## src/hdl/odmm_pkg.sv

```systemverilog
// Package: shared types and constants for the onset detector.
`default_nettype none
package odmm_pkg;
   localparam int SMOOTH_DEPTH_DEF  = 16;
   localparam int HISTORY_DEPTH_DEF = 64;
   localparam int ENERGY_BITS_DEF   = 16;
   localparam int FRAC_BITS_DEF     = 8;
   localparam int K_FRAC            = 8;
   localparam logic [15:0] K_DEFAULT = 16'd77;
   localparam int MIN_STATS         = 8;
   localparam int CSR_ADDR_BITS     = 3;
   localparam int CSR_DATA_BITS     = 16;

   localparam logic [CSR_ADDR_BITS-1:0] REG_ODF_MODE   = 3'd0;
   localparam logic [CSR_ADDR_BITS-1:0] REG_THRESH_K   = 3'd1;
   localparam logic [CSR_ADDR_BITS-1:0] REG_REFRACTORY = 3'd2;
   localparam logic [CSR_ADDR_BITS-1:0] REG_WARMUP     = 3'd3;
   localparam logic [CSR_ADDR_BITS-1:0] REG_SMOOTH_LEN = 3'd4;
   localparam logic [CSR_ADDR_BITS-1:0] REG_HIST_LEN   = 3'd5;

   localparam logic [1:0] MODE_FLUX = 2'd0;
   localparam logic [1:0] MODE_RAW  = 2'd1;
   localparam logic [1:0] MODE_DIFF = 2'd2;

   typedef enum logic [3:0] {
      ST_IDLE, ST_PRE, ST_SUM, ST_DIV, ST_HWR, ST_CHK,
      ST_MED, ST_MAD, ST_THR, ST_DEC, ST_OUT
   } state_type;

   // controller -> datapath commands
   typedef struct packed {
      logic pre;       // frame prologue (counters, detect enable)
      logic sum_clr;   // write onset, clear sum
      logic sum_step;  // accumulate one window entry
      logic div_start;
      logic div_step;
      logic hist_wr;
      logic sel_start; // start a selection pass
      logic sel_step;
      logic sel_mad;   // pass works on deviations
      logic thr;       // form threshold
      logic dec;       // decide hit
      logic skip;      // detection off: decide with no hit
   } cmd_type;

   // datapath -> controller status
   typedef struct packed {
      logic detect;
      logic sum_done;
      logic div_done;
      logic stats_ok;
      logic sel_done;
   } sts_type;
endpackage
`default_nettype wire

```

## src/hdl/odmm_ctrl.sv

```systemverilog
// Controller: frame sequencing state machine.
`default_nettype none
module odmm_ctrl import odmm_pkg::*; (
   input  wire logic    clock,
   input  wire logic    reset,
   input  wire logic    start,
   input  wire logic    out_free,
   input  wire sts_type sts,
   output cmd_type      cmd,
   output logic         busy,
   output logic         emit
);
   state_type state_ff, state_in;

   always_ff @(posedge clock) begin
      if (reset) begin
         state_ff <= ST_IDLE;
      end else begin
         state_ff <= state_in;
      end
   end

   always_comb begin
      state_in = state_ff;
      case (state_ff)
         ST_IDLE: if (start) state_in = ST_PRE;
         ST_PRE:  state_in = sts.detect ? ST_SUM : ST_OUT;
         ST_SUM:  if (sts.sum_done) state_in = ST_DIV;
         ST_DIV:  if (sts.div_done) state_in = ST_HWR;
         ST_HWR:  state_in = ST_CHK;
         ST_CHK:  state_in = sts.stats_ok ? ST_MED : ST_THR;
         ST_MED:  if (sts.sel_done) state_in = ST_MAD;
         ST_MAD:  if (sts.sel_done) state_in = ST_THR;
         ST_THR:  state_in = ST_DEC;
         ST_DEC:  state_in = ST_OUT;
         ST_OUT:  if (out_free) state_in = ST_IDLE;
         default: state_in = ST_IDLE;
      endcase
   end

   always_comb begin
      cmd = '0;
      busy = (state_ff != ST_IDLE);
      emit = 1'b0;
      case (state_ff)
         ST_IDLE: cmd.pre = start;
         ST_PRE: begin
            cmd.sum_clr = sts.detect;
            cmd.skip    = !sts.detect;
         end
         ST_SUM: begin
            cmd.sum_step  = 1'b1;
            cmd.div_start = sts.sum_done;
         end
         ST_DIV:  cmd.div_step = 1'b1;
         ST_HWR:  cmd.hist_wr = 1'b1;
         ST_CHK:  cmd.sel_start = sts.stats_ok;
         ST_MED: begin
            cmd.sel_step  = 1'b1;
            cmd.sel_start = sts.sel_done;
            cmd.sel_mad   = sts.sel_done;
         end
         ST_MAD: begin
            cmd.sel_step = 1'b1;
            cmd.sel_mad  = 1'b1;
         end
         ST_THR:  cmd.thr = 1'b1;
         ST_DEC:  cmd.dec = 1'b1;
         ST_OUT:  emit = out_free;
         default: cmd = '0;
      endcase
   end
endmodule
`default_nettype wire

```

## src/hdl/odmm_dp.sv

```systemverilog
// Datapath: smoothing, history, rank selection, threshold and hit decision.
`default_nettype none
module odmm_dp import odmm_pkg::*; #(
   parameter int SMOOTH_DEPTH  = SMOOTH_DEPTH_DEF,
   parameter int HISTORY_DEPTH = HISTORY_DEPTH_DEF,
   parameter int ENERGY_BITS   = ENERGY_BITS_DEF,
   parameter int FRAC_BITS     = FRAC_BITS_DEF
) (
   input  wire logic                     clock,
   input  wire logic                     reset,
   input  wire logic                     load,
   input  wire logic [ENERGY_BITS-1:0]   energy,
   input  wire cmd_type                  cmd,
   input  wire logic                     csr_we,
   input  wire logic [CSR_ADDR_BITS-1:0] csr_addr,
   input  wire logic [CSR_DATA_BITS-1:0] csr_wdata,
   output sts_type                       sts,
   output logic                          hit
);
   localparam int SPB = $clog2(SMOOTH_DEPTH);
   localparam int SCB = $clog2(SMOOTH_DEPTH + 1);
   localparam int HPB = $clog2(HISTORY_DEPTH);
   localparam int HCB = $clog2(HISTORY_DEPTH + 1);
   localparam int SUMB = ENERGY_BITS + SPB;
   localparam int SMB = ENERGY_BITS + FRAC_BITS; // smoothed width
   localparam int NUMB = SUMB + FRAC_BITS;
   localparam int THB = SMB + 17;

   // configuration
   logic [1:0]  mode_ff;
   logic [15:0] k_ff, refr_frames_ff, warm_ff;
   logic [4:0]  slen_raw_ff;
   logic [6:0]  hlen_raw_ff;

   always_ff @(posedge clock) begin
      if (reset) begin
         mode_ff <= MODE_DIFF; k_ff <= K_DEFAULT; refr_frames_ff <= '0;
         warm_ff <= '0; slen_raw_ff <= 5'd4; hlen_raw_ff <= 7'd32;
      end else if (csr_we) begin
         case (csr_addr)
            REG_ODF_MODE:   mode_ff <= csr_wdata[1:0];
            REG_THRESH_K:   k_ff <= csr_wdata;
            REG_REFRACTORY: refr_frames_ff <= csr_wdata;
            REG_WARMUP:     warm_ff <= csr_wdata;
            REG_SMOOTH_LEN: slen_raw_ff <= csr_wdata[4:0];
            REG_HIST_LEN:   hlen_raw_ff <= csr_wdata[6:0];
            default: ;
         endcase
      end
   end

   logic [SCB-1:0] slen;
   logic [HCB-1:0] hlen;
   always_comb begin
      if (slen_raw_ff == '0) slen = SCB'(1);
      else if (32'(slen_raw_ff) > SMOOTH_DEPTH) slen = SCB'(SMOOTH_DEPTH);
      else slen = SCB'(slen_raw_ff);
      if (hlen_raw_ff == '0) hlen = HCB'(1);
      else if (32'(hlen_raw_ff) > HISTORY_DEPTH) hlen = HCB'(HISTORY_DEPTH);
      else hlen = HCB'(hlen_raw_ff);
   end

   // frame state
   logic [ENERGY_BITS-1:0] e_ff, prev_e_ff;
   logic [15:0] frames_ff, refr_ff;
   logic detect_ff, was_above_ff, hit_ff;
   logic [SMB-1:0] prev_sm_ff;

   logic [15:0] frames_inc;
   assign frames_inc = (frames_ff != 16'hFFFF) ? frames_ff + 16'd1 : frames_ff;

   // smoothing ring
   logic [ENERGY_BITS-1:0] sring [SMOOTH_DEPTH];
   logic [SPB-1:0] sptr_ff, sidx_ff;
   logic [SCB-1:0] scnt_ff, siter_ff;
   logic [SUMB-1:0] sum_ff;
   logic [ENERGY_BITS-1:0] rise, onset;
   logic [SCB-1:0] scnt_next;

   assign rise = (e_ff > prev_e_ff) ? e_ff - prev_e_ff : '0;
   always_comb begin
      if (mode_ff == MODE_RAW) onset = e_ff;
      else if (mode_ff == MODE_FLUX) onset = (scnt_ff >= SCB'(2)) ? rise : '0;
      else onset = (scnt_ff >= SCB'(1)) ? rise : '0;
      scnt_next = (scnt_ff + SCB'(1) > slen) ? slen : scnt_ff + SCB'(1);
   end

   always_ff @(posedge clock) begin
      if (cmd.sum_clr) sring[sptr_ff] <= onset;
   end

   assign sts.sum_done = (siter_ff == scnt_ff) && !cmd.sum_clr;

   // restoring divider: numerator / count
   logic [NUMB-1:0] quo_ff;
   logic [SCB-1:0]  rem_ff;
   logic [$clog2(NUMB+1)-1:0] dcnt_ff;
   logic [SCB:0] rem_try;
   assign rem_try = {rem_ff, quo_ff[NUMB-1]};
   assign sts.div_done = (dcnt_ff == '0);

   // history ring
   logic [SMB-1:0] hring [HISTORY_DEPTH];
   logic [HPB-1:0] hptr_ff;
   logic [HCB-1:0] hcnt_ff, hcnt_next;
   logic [SMB-1:0] smoothed;
   assign smoothed = quo_ff[SMB-1:0];
   assign hcnt_next = (hcnt_ff + HCB'(1) > hlen) ? hlen : hcnt_ff + HCB'(1);
   assign sts.stats_ok = (hcnt_ff >= HCB'(MIN_STATS));

   always_ff @(posedge clock) begin
      if (cmd.hist_wr) hring[hptr_ff] <= smoothed;
   end

   // rank selection: for each candidate, count entries below / equal.
   // Candidate loop i over window, inner loop j; memory read registered.
   logic [HCB-1:0] ci_ff, cj_ff;
   logic [SMB-1:0] cand_ff, rd_ff;
   logic rd_v_ff;
   logic [HCB-1:0] lt_ff, le_ff;
   logic [SMB-1:0] lo_ff, hi_ff, med_ff;
   logic [SMB-1:0] cval, rval;
   logic loadcand_ff, seldone_ff;
   logic [HPB-1:0] raddr;
   int raddr_lin;
   logic [HCB-1:0] rank_lo, rank_hi;

   assign rank_hi = hcnt_ff >> 1;
   assign rank_lo = hcnt_ff[0] ? rank_hi : rank_hi - HCB'(1);

   function automatic logic [SMB-1:0] absdiff(input logic [SMB-1:0] a,
                                              input logic [SMB-1:0] b);
      absdiff = (a > b) ? a - b : b - a;
   endfunction

   // step back from the newest entry, wrapping at the ring depth
   always_comb begin
      raddr_lin = int'(hptr_ff) - 1 - int'(loadcand_ff ? ci_ff : cj_ff);
      if (raddr_lin < 0) raddr_lin = raddr_lin + HISTORY_DEPTH;
      raddr = HPB'(raddr_lin);
   end

   always_ff @(posedge clock) begin
      rd_ff <= hring[raddr];
   end

   assign cval = cmd.sel_mad ? absdiff(rd_ff, med_ff) : rd_ff;
   assign rval = cval;
   assign sts.sel_done = seldone_ff;

   logic [SMB:0] mid_sum;
   assign mid_sum = {1'b0, lo_ff} + {1'b0, hi_ff};

   // threshold
   logic [SMB-1:0] mad;
   logic [15:0] kk;
   logic [THB-1:0] thr_ff;
   assign mad = (mid_sum[SMB:1] == '0) ? SMB'(1) : mid_sum[SMB:1];
   assign kk = (k_ff != '0) ? k_ff : K_DEFAULT;

   logic above;
   assign above = THB'(smoothed) > thr_ff;

   always_ff @(posedge clock) begin
      if (reset) begin
         prev_e_ff <= '0; frames_ff <= '0; refr_ff <= '0; detect_ff <= 1'b0;
         was_above_ff <= 1'b0; prev_sm_ff <= '0; hit_ff <= 1'b0;
         sptr_ff <= '0; scnt_ff <= '0; hptr_ff <= '0; hcnt_ff <= '0;
         siter_ff <= '0; dcnt_ff <= '0; seldone_ff <= 1'b0;
      end else begin
         seldone_ff <= 1'b0;
         if (load) begin
            e_ff <= energy;
            frames_ff <= frames_inc;
            if (refr_ff != '0) refr_ff <= refr_ff - 16'd1;
            if (frames_inc >= warm_ff) detect_ff <= 1'b1;
         end
         if (cmd.sum_clr) begin
            sptr_ff <= (32'(sptr_ff) == SMOOTH_DEPTH - 1) ? '0 : sptr_ff + SPB'(1);
            sidx_ff <= sptr_ff;
            scnt_ff <= scnt_next;
            siter_ff <= '0;
            sum_ff <= '0;
         end
         if (cmd.sum_step && !sts.sum_done) begin
            sum_ff <= sum_ff + SUMB'(sring[sidx_ff]);
            sidx_ff <= (sidx_ff == '0) ? SPB'(SMOOTH_DEPTH - 1) : sidx_ff - SPB'(1);
            siter_ff <= siter_ff + SCB'(1);
         end
         if (cmd.div_start) begin
            quo_ff <= {sum_ff, FRAC_BITS'(0)};
            rem_ff <= '0;
            dcnt_ff <= ($bits(dcnt_ff))'(NUMB);
         end
         if (cmd.div_step && !sts.div_done) begin
            if (rem_try >= {1'b0, scnt_ff}) rem_ff <= SCB'(rem_try - {1'b0, scnt_ff});
            else rem_ff <= rem_try[SCB-1:0];
            quo_ff <= {quo_ff[NUMB-2:0], rem_try >= {1'b0, scnt_ff}};
            dcnt_ff <= dcnt_ff - 1'b1;
         end
         if (cmd.hist_wr) begin
            hptr_ff <= (32'(hptr_ff) == HISTORY_DEPTH - 1) ? '0 : hptr_ff + HPB'(1);
            hcnt_ff <= hcnt_next;
         end
         if (cmd.sel_start) begin
            if (cmd.sel_mad) med_ff <= mid_sum[SMB:1];
            ci_ff <= '0; cj_ff <= '0; loadcand_ff <= 1'b1; rd_v_ff <= 1'b0;
            lt_ff <= '0; le_ff <= '0;
         end else if (cmd.sel_step && !seldone_ff) begin
            // pipeline: address issued this cycle, data seen next
            if (loadcand_ff) begin
               loadcand_ff <= 1'b0;
               rd_v_ff <= 1'b0;
            end else if (!rd_v_ff && cj_ff == '0 && lt_ff == '0 && le_ff == '0) begin
               rd_v_ff <= 1'b1;
               cand_ff <= cval;
               cj_ff <= cj_ff + HCB'(1);
            end else begin
               if (rval < cand_ff) lt_ff <= lt_ff + HCB'(1);
               if (rval <= cand_ff) le_ff <= le_ff + HCB'(1);
               if (cj_ff == hcnt_ff) begin
                  // rank check with this entry's counts included
                  if (lt_ff + HCB'(rval < cand_ff) <= rank_lo &&
                      le_ff + HCB'(rval <= cand_ff) > rank_lo) lo_ff <= cand_ff;
                  if (lt_ff + HCB'(rval < cand_ff) <= rank_hi &&
                      le_ff + HCB'(rval <= cand_ff) > rank_hi) hi_ff <= cand_ff;
                  lt_ff <= '0; le_ff <= '0; cj_ff <= '0; rd_v_ff <= 1'b0;
                  if (ci_ff + HCB'(1) == hcnt_ff) seldone_ff <= 1'b1;
                  else begin
                     ci_ff <= ci_ff + HCB'(1);
                     loadcand_ff <= 1'b1;
                  end
               end else begin
                  cj_ff <= cj_ff + HCB'(1);
               end
            end
         end
         if (cmd.thr) begin
            if (hcnt_ff >= HCB'(MIN_STATS))
               thr_ff <= THB'(med_ff) + ((THB'(kk) * THB'(mad)) >> K_FRAC);
            else
               thr_ff <= THB'((32'(k_ff) << FRAC_BITS) >> K_FRAC);
         end
         if (cmd.dec) begin
            hit_ff <= above && !was_above_ff && (smoothed >= prev_sm_ff) &&
                      (refr_ff == '0);
            if (above && !was_above_ff && (smoothed >= prev_sm_ff) && refr_ff == '0)
               refr_ff <= refr_frames_ff;
            was_above_ff <= above;
            prev_sm_ff <= smoothed;
            prev_e_ff <= e_ff;
         end
         if (cmd.skip) begin
            hit_ff <= 1'b0;
            prev_e_ff <= e_ff;
         end
      end
   end

   assign sts.detect = detect_ff;
   assign hit = hit_ff;
endmodule
`default_nettype wire

```

## src/hdl/onset_detector_median_mad.sv

```systemverilog
// Onset detector top level: each frame runs a prologue, then, once detection is
// enabled, the smoothing sum, division, history write, median and MAD selection
// passes (only with 8 or more history entries), threshold and decision, then output.
// The selection passes dominate. Frames do not overlap: the next energy transfer
// is taken once the previous hit has been handed to the result register.
// Reset: synchronous, active high; clears counters, pointers, flags and configuration.
`default_nettype none
module onset_detector_median_mad import odmm_pkg::*; #(
   parameter int SMOOTH_DEPTH  = SMOOTH_DEPTH_DEF,
   parameter int HISTORY_DEPTH = HISTORY_DEPTH_DEF,
   parameter int ENERGY_BITS   = ENERGY_BITS_DEF,
   parameter int FRAC_BITS     = FRAC_BITS_DEF
) (
   input  wire logic                     clock,
   input  wire logic                     reset,
   input  wire logic                     req_tvalid,
   output logic                          req_tready,
   input  wire logic [((ENERGY_BITS+7)/8)*8-1:0] req_tdata, // energy
   output logic                          rsp_tvalid,
   input  wire logic                     rsp_tready,
   output logic [7:0]                    rsp_tdata, // hit
   input  wire logic                     csr_we,
   input  wire logic [CSR_ADDR_BITS-1:0] csr_addr,
   input  wire logic [CSR_DATA_BITS-1:0] csr_wdata
);
   cmd_type cmd;
   sts_type sts;
   logic busy, emit, hit, start, out_free;
   logic rsp_valid_ff, rsp_hit_ff;

   // take a new frame only while idle
   assign req_tready = !busy;
   assign start = req_tvalid && req_tready;
   // result register frees when empty or being drained
   assign out_free = !rsp_valid_ff || rsp_tready;

   odmm_ctrl u_ctrl (
      .clock(clock), .reset(reset), .start(start), .out_free(out_free),
      .sts(sts), .cmd(cmd), .busy(busy), .emit(emit)
   );

   odmm_dp #(
      .SMOOTH_DEPTH(SMOOTH_DEPTH), .HISTORY_DEPTH(HISTORY_DEPTH),
      .ENERGY_BITS(ENERGY_BITS), .FRAC_BITS(FRAC_BITS)
   ) u_dp (
      .clock(clock), .reset(reset), .load(cmd.pre),
      .energy(req_tdata[ENERGY_BITS-1:0]), .cmd(cmd),
      .csr_we(csr_we), .csr_addr(csr_addr), .csr_wdata(csr_wdata),
      .sts(sts), .hit(hit)
   );

   // hold the result until the transfer completes
   always_ff @(posedge clock) begin
      if (reset) begin
         rsp_valid_ff <= 1'b0;
      end else if (emit) begin
         rsp_valid_ff <= 1'b1;
         rsp_hit_ff <= hit;
      end else if (rsp_tready) begin
         rsp_valid_ff <= 1'b0;
      end
   end

   assign rsp_tvalid = rsp_valid_ff;
   assign rsp_tdata = {7'd0, rsp_hit_ff};
endmodule
`default_nettype wire
```

## config.mk

```make
export PLATFORM = sky130hd
export DESIGN_NAME = onset_detector_median_mad
export DESIGN_NICKNAME = d
export VERILOG_FILES = /design/src/hdl/odmm_pkg.sv /design/src/hdl/odmm_ctrl.sv /design/src/hdl/odmm_dp.sv /design/src/hdl/onset_detector_median_mad.sv
export SDC_FILE = /design/constraint.sdc
export NUM_CORES = 2
export LEC_CHECK = 0
export ABC_AREA = 1
export BUFFER_PORTS_ARGS = -buffer_cell sky130_fd_sc_hd__buf_2
export CAP_MARGIN = 20
export CORE_MARGIN = 2
export CORE_UTILIZATION = 60
export CTS_BUF_LIST = sky130_fd_sc_hd__clkbuf_8
export DETAILED_ROUTE_END_ITERATION = 16
export HOLD_SLACK_MARGIN = 0.08
export PLACE_DENSITY = 0.76
export SETUP_SLACK_MARGIN = 0.15
export SLEW_MARGIN = 20
export SYNTH_ARGS = -nofsm -noshare
export SYNTH_HDL_FRONTEND = slang
export SYNTH_SLANG_ARGS = --single-unit
```

## constraint.sdc

```tcl
create_clock -name clock -period 11.6 [get_ports clock]
set_input_delay 1.16 -clock clock [delete_from_list [all_inputs] [get_ports clock]]
set_output_delay 1.16 -clock clock [all_outputs]
set_load 0.05 [all_outputs]
```

# Yosys cells after proc, flatten, opt, wreduce, memory -nomap -nowiden
# Memory sizes are Yosys's and may differ from the RTL's. A register that Yosys moved wholly into a read port is not among the register bits.
# Index checks and enable logic that the tools add are counted.
[op_classes]
addsub = 26
multipliers = 1
n_div = 0
n_lt_le_gt_ge = 20
n_eq_ne = 31
shifts = 0
mux = 98
bitwise = 6
n_reduce_logical = 72
[op_table]
columns = ["operator", "n"]
rows = [
  ["$mux 16", 14],
  ["$mux 7", 24],
  ["$mux 24", 3],
  ["$mux 28", 2],
  ["$mux 4", 13],
  ["$mux 5", 10],
  ["$sub 24x24->24", 2],
  ["$pmux 4 s11", 1],
  ["$mul 16x24->40", 1],
  ["$mux 20", 2],
  ["$add 7x1->7 const B", 5],
  ["$add 24x32->33", 1],
  ["$gt 24x33->1", 1],
  ["$lt 32x1->1 const B", 1],
  ["$reduce_bool 16->1", 2],
  ["$logic_not 7->1", 4],
  ["$reduce_and 2->1", 13],
  ["$add 24x24->25", 1],
  ["$ge 24x24->1", 1],
  ["$gt 24x24->1", 1],
  ["$le 24x24->1", 1],
  ["$logic_not 24->1", 1],
  ["$lt 24x24->1", 1],
  ["$mux 1", 24],
  ["62 further kinds", 125],
]
[word_totals]
reg_bits = 408
latch_bits = 0
mem_bits_rw = 1792
mem_bits_ro = 0
inputBits = 40
out_inout_bits = 10
elab_cells = 296
memories = 2
[memory_table]
columns = ["memory", "words", "word_bits", "rd", "rd_ports_with_merged_regs", "write_ports", "line", "source"]
rows = [
  ["u_dp.hring", 64, 24, 1, 1, 1, "odmm_dp.sv:103", "logic [SMB-1:0] hring [HISTORY_DEPTH];"],
  ["u_dp.sring", 16, 16, 1, 1, 1, "odmm_dp.sv:73", "logic [ENERGY_BITS-1:0] sring [SMOOTH_DEPTH];"],
]

# Longest topological paths before layout
[logic_depth]
ltp_word = 9
mapped_depth = 56
mapped_depth_nobuf = 56

# Hierarchy
# A second synthesis with hierarchy kept.
[unflattened]
cells_unflattened = 10126
hier_area_um2 = 110457.2
[modules_own_cells]
columns = ["mod", "instances", "cells_per_inst", "area_each_um2", "seq_area_each_um2"]
rows = [
  ["odmm_dp", 1, 10022, 109842.8, 64742.1],
  ["odmm_ctrl", 1, 83, 461.7, 80.1],
  ["onset_detector_median_mad", 1, 21, 152.6, 50.0],
]

# Least setup slack after synthesis
# OpenSTA, ideal clock, no wires.
[synth_path]
kind = "register to register"
startpoint = "reg u_dp.med_ff[3]"
endpoint = "reg u_dp.hi_ff[0] (enable)"
setup_ps = 536
arrival_time_ps = 9334
required_ps = 11064
path_slack_ps = 1731
path_stages_with_launch = 37
n_path_buf = 3
period_less_slack_ps = 9869
path_cell_list = "edfxtp_1 > inv_1 > ha_1 > clkbuf_1 > a21oi_1 > o21ai_0 > a21oi_1 > inv_1 > a21oi_1 > o21ai_0 > a21oi_1 > o21ai_0 > nand2_1 > clkbuf_1 > buf_2 > o221ai_1 > xnor2_1 > a21oi_1 > ha_1 > a21oi_1 > nor2_1 > a211oi_1 > o21ai_0 > a221o_1 > a221oi_1 > inv_1 > o41ai_1 > ha_1 > ha_1 > nand2_1 > xor2_1 > inv_1 > ha_1 > nand3_1 > nor2_1 > o32ai_1 > a2111oi_0"
[synth_via]
elab_chain_len = 8
elab_cells_between_ends = 13
cone_classes = "4 x add/sub; 5 x order compare; 2 x mux; 2 x reduce/logical"
[synth_lines]
columns = ["item", "line", "source"]
rows = [
  ["start, declared", "odmm_dp.sv:121", "logic [SMB-1:0] lo_ff, hi_ff, med_ff;"],
  ["start signal, assigned", "odmm_dp.sv:206", "if (cmd.sel_mad) med_ff <= mid_sum[SMB:1];"],
  ["$sub 24x24->24 / $gt 24x24->1 (equally long branches)", "odmm_dp.sv:133", "absdiff = (a > b) ? a - b : b - a;"],
  ["$mux 24 *", "odmm_dp.sv:133", ""],
  ["$mux 24 *", "odmm_dp.sv:147", "assign cval = cmd.sel_mad ? absdiff(rd_ff, med_ff) : rd_ff;"],
  ["net u_dp.cval[9]", "odmm_dp.sv:122", "logic [SMB-1:0] cval, rval;"],
  ["$lt 24x24->1 / $le 24x24->1 (equally long branches)", "odmm_dp.sv:225, odmm_dp.sv:226", ""],
  ["$add 7x1->7, on equally long branches", "odmm_dp.sv:225, odmm_dp.sv:226", ""],
  ["$le 7x6->1 / $gt 7x6->1 (equally long branches)", "odmm_dp.sv:225, odmm_dp.sv:226", ""],
  ["$logic_and 1x1->1 *", "odmm_dp.sv:225", "if (lt_ff + HCB'(rval < cand_ff) <= rank_hi &&"],
  ["$reduce_and 7->1 (no source line) *", "--", ""],
  ["end, declared", "odmm_dp.sv:121", ""],
]
# Mark *: on every way through the listed nets, which the timed path passes. The rest lies on a longest branch.
# A chain may end at the register's enable or synchronous reset.

# Worst setup path in the final report
[layout_path]
startpoint = "reg u_dp.hi_ff[1]"
endpoint = "reg u_dp.thr_ff[30], data pin"
[layout_via]
elab_chain_len = 5
[layout_lines]
columns = ["item", "line", "source"]
rows = [
  ["$add 24x24->25 *", "odmm_dp.sv:152", "assign mid_sum = {1'b0, lo_ff} + {1'b0, hi_ff};"],
  ["$logic_not 24->1", "odmm_dp.sv:158", "assign mad = (mid_sum[SMB:1] == '0) ? SMB'(1) : mid_sum[SMB:1];"],
  ["$mux 24 *", "odmm_dp.sv:158", ""],
  ["$mul 16x24->40 *", "odmm_dp.sv:240", "thr_ff <= THB'(med_ff) + ((THB'(kk) * THB'(mad)) >> K_FRAC);"],
  ["$add 24x32->33 *", "odmm_dp.sv:240", ""],
  ["end signal, assigned", "odmm_dp.sv:240", ""],
  ["end signal, assigned", "odmm_dp.sv:242", "thr_ff <= THB'((32'(k_ff) << FRAC_BITS) >> K_FRAC);"],
  ["end, declared", "odmm_dp.sv:157", "logic [THB-1:0] thr_ff;"],
]
# Every way passes the cells marked *; elsewhere a longest branch is shown, timed or not.

==> summary.txt <==
Power and ir drop
  – Leakage: 45.8 nW
  – Largest vdd supply drop: 0.255 mV
  – Overall power consumption: 24.3 mW
  – Power density over the cells: 202 mW/mm²

Setup path
  – Startpoint kind of the worst setup timing path: register
  – Required @ worst endpoint: 12400 ps
  – Crit-path most repeated cell: fa_1
  – Worst reg2reg path endpoint: u_dp.thr_ff[30]$_SDFFCE_PP0P_
  – Classification of the worst setup path: register to register
  – Reg2reg path depth: 43
  – Arr. time, crit path: 10690 ps
  – Worst path slowest cell: fa_1
  – Startpoint of the most critical register-to-register path: u_dp.hi_ff[1]$_DFFE_PP_
  – Maximum cell stage delay along the critical path: 550 ps
  – Crit end category: register
  – Maximum net fanout on the critical path: 13
  – Reg-to-reg slack, setup: 1710 ps

Placement
  – Final weighted congestion in routability-driven placement: 0.972
  – Count of input and output buffers: 42
  – Dpl hpwl: 190000 µm

Clock network
  – Skew-Pair Late Insertion Delay: 1120 ps
  – Quantity of gates resized following cts: 0
  – Post-CTS setup buffer count: 0
  – TritonCTS clock tree: yes
  – Clock buffer count from CTS: 370
  – Clock buffer depth: 4
  – Clock transition at the register clock pins on the worst setup and hold paths after CTS: 60 ps
  – CTS sink cnt: 2228
  – CTS Hold Bufs: 0
  – Clock Tree Root: clkbuf_8
  – H-tree level count: 5

Timing
  – Setup_tns: 0 ps
  – Relative slew slack: 16.2%
  – Final Cycle Share: 85.3%
  – Clock period minus final worst setup slack: 9890 ps
  – Number of setup violations in the final report: 0
  – Worst Clk Skew: 109 ps
  – RSZ-0062 raised after global routing: no
  – Worst-Margin Slew: 1250 ps
  – Final Hold Fails: 0
  – Top achievable clock speed: 101 MHz
  – Max Slew Vio Count: 0

GRT
  – Number of antenna violations at the first check in global routing: 8
  – Overall overflow remaining after global route: 0
  – Wire length of the first global-routing pass: 461000 µm
  – Largest net degree at the start of global routing: 227
  – Via count of the first global-routing pass: 77900
  – Tot GR Track Use: 32.4%

Synth
  – Proportion of netlist area held by the largest area contributor: 55.0%
  – Most instantiated cells after synthesis: 2025 x edfxtp_1, 1390 x nor2_1, 1236 x o21ai_0
  – Ys Warns: 0
  – Part of the Yosys area used for sequential elements: 58.7%
  – Register bit count reported by yosys: 2228
  – Top-count cell post-synth: edfxtp_1
  – Cell taking the most area after synthesis: edfxtp_1
  – Netlist area before placement: 0.111 mm²
  – Number of enable-type register cells in the synthesized netlist: 2025
  – Top flip-flop cell by instance count after synthesis: edfxtp_1
  – Avg Cell Area, Syn: 10.8 µm²
  – Cells taking the most area after synthesis: edfxtp_1 55%, fa_1 5.7%, o21ai_0 5.6%
  – Number of distinct standard cells referenced by the synthesized netlist: 66
  – Synth async-reset ratio: 0%
  – Mapped Cells: 10300

Floorplanning
  – Number of placement rows: 157
  – Boundary pin count: 50
  – Starting density of the core: 60.4%
  – Die area: 0.188 mm²
  – Height of the die: 433 µm
  – Placeable core area: 0.183 mm²
  – Horiz. Die Dim: 433 µm

Final layout
  – Post-layout nets: 11100
  – Layout area overhead: 8.81%
  – Layout cell share with drive strength beyond 1: 7.97%
  – Layout filler cell count: 13800

Drt
  – Post-route ant nets: 0
  – DR vias/cell: 6.13
  – Final WL: 307000 µm
  – Drt pass-1 iters: 8
  – Iteration-0 DRC count of the detailed router: 10700
  – Post-route DRC: 0
  – Vias: 80200
  – DR WL/cell: 23.4 µm

Flow run
  – Max-cap violations: 0

Hold path
  – Worst hold path startpoint: req_tdata[11]
  – Path class of the lowest-slack min-delay path: input port to register
  – Capture endpoint of the worst hold path: u_dp.e_ff[11]$_DFFE_PP_
  – Depth of the worst hold-timing path: 1

Outcome
  – Result of the run: completed
## report_power, final
| part | internal (mW) | switching, mW |
|---|---|---|
| Clock | 3.19 | 3.06 |
| Sequential | 9.27 | 0.179 |
| Combinational | 2.56 | 6.01 |
| Total | 15.0 | 9.25 |
## worst max-delay path: cells and delay by family, from the launching register on
| kind | cells | cell delay (ps) |
|---|---|---|
| xor+xnor | 1 | 160 |
| buf+inv | 6 | 780 |
| simple gates | 18 | 1830 |
| fa+ha+maj | 9 | 4320 |
| flops | 1 | 350 |
| compound gates | 9 | 2230 |
## flip-flops by register name (all words and copies together), names as in the netlist, 28 cells and up, named ones only
name / cells
u_dp.quo_ff: 28
u_dp.thr_ff: 33
u_dp.hring: 1536
u_dp.sring: 256
## final cells by class
class	instances	area (µm²)	share of cell area [%]
Timing Repair Buffer	238	1790	1.49
Tap cell	2464	3080	2.56
Clock buffer	385	5300	4.41
Multi-Input combinational cell	6418	39800	33.1
Sequential cell	2228	64900	54.0
Antenna cell	4	10.0	0.00832
Clock inverter	255	1200	1.00
Inverter	1097	4140	3.45
## per-layer routing
metal | part of all wire, % | global-route usage (%)
met3 | 11 | 7.14
met4 | 4.6 | 14.4
met1 | 39 | 44.4
met5 | 0.013 | 0
met2 | 46 | 50.0
## worst max path at each step
stage	startpoint	to	cells past startpoint
global placement	u_dp.hi_ff[1]$_DFFE_PP_	u_dp.thr_ff[30]$_SDFFCE_PP0P_	43
detailed placement	u_dp.hi_ff[1]$_DFFE_PP_	u_dp.thr_ff[30]$_SDFFCE_PP0P_	43
finish	u_dp.hi_ff[1]$_DFFE_PP_	u_dp.thr_ff[30]$_SDFFCE_PP0P_	43
global route	u_dp.hi_ff[1]$_DFFE_PP_	u_dp.thr_ff[30]$_SDFFCE_PP0P_	43
floorplan	u_dp.med_ff[3]$_DFFE_PP_	u_dp.hi_ff[0]$_DFFE_PP_	36
CTS	u_dp.hi_ff[1]$_DFFE_PP_	u_dp.thr_ff[30]$_SDFFCE_PP0P_	43
## kinds of logic (layout without fill, tap and decap cells)
group	after synthesis	in the layout	share of synthesized area, %
other	1	11	0.00339
xor gates and xnor gates	159	159	1.27
buffers and inverters	1623	1975	5.54
DFF	2228	2228	58.7
AOI/OAI and AO/OA	2468	2468	12.7
muxes	71	71	0.643
and+or+nand+nor	2998	2998	11.0
adders and majority gates	715	715	10.2
## per-stage QoR
step | setup slack [ps] | instance area, µm² | hold slack, ps | cells | utilization, %
after floorplan | 1730 | 111000 | 409 | 10300 | -
after global placement | 2030 | 114000 | 419 | 12400 | 62.1
after detailed placement | 1910 | 114000 | 422 | 12400 | 62.1
after CTS | 1830 | 120000 | 203 | 13100 | 65.6
after global routing | 1060 | 120000 | 231 | 13100 | 65.7
final | 1710 | 120000 | 266 | 13100 | 65.7
## placed cells by master, fill, tap and decap left out, types with 50 or more instances in the layout
| cell type | Yosys | routed |
|---|---|---|
| nor2_1 | 1390 | 1319 |
| nor2_2 | 8 | 78 |
| mux2i_1 | 71 | 71 |
| o22ai_1 | 185 | 184 |
| nor3_1 | 52 | 52 |
| o21ai_0 | 1236 | 1235 |
| ha_1 | 402 | 401 |
| fa_1 | 313 | 312 |
| nand2_1 | 1162 | 1162 |
| o221ai_1 | 169 | 169 |
| clkinv_1 | 12 | 94 |
| clkbuf_8 | 0 | 385 |
| inv_1 | 1082 | 1194 |
| o211ai_1 | 133 | 133 |
| a21oi_1 | 543 | 542 |
| xor2_1 | 105 | 104 |
| buf_4 | 9 | 185 |
| nand3_1 | 226 | 226 |
| edfxtp_1 | 2025 | 2025 |
| dfxtp_1 | 203 | 201 |
| a31oi_1 | 89 | 89 |
| xnor2_1 | 53 | 50 |
No activity file was read; power rests on OpenSTA's default activity.
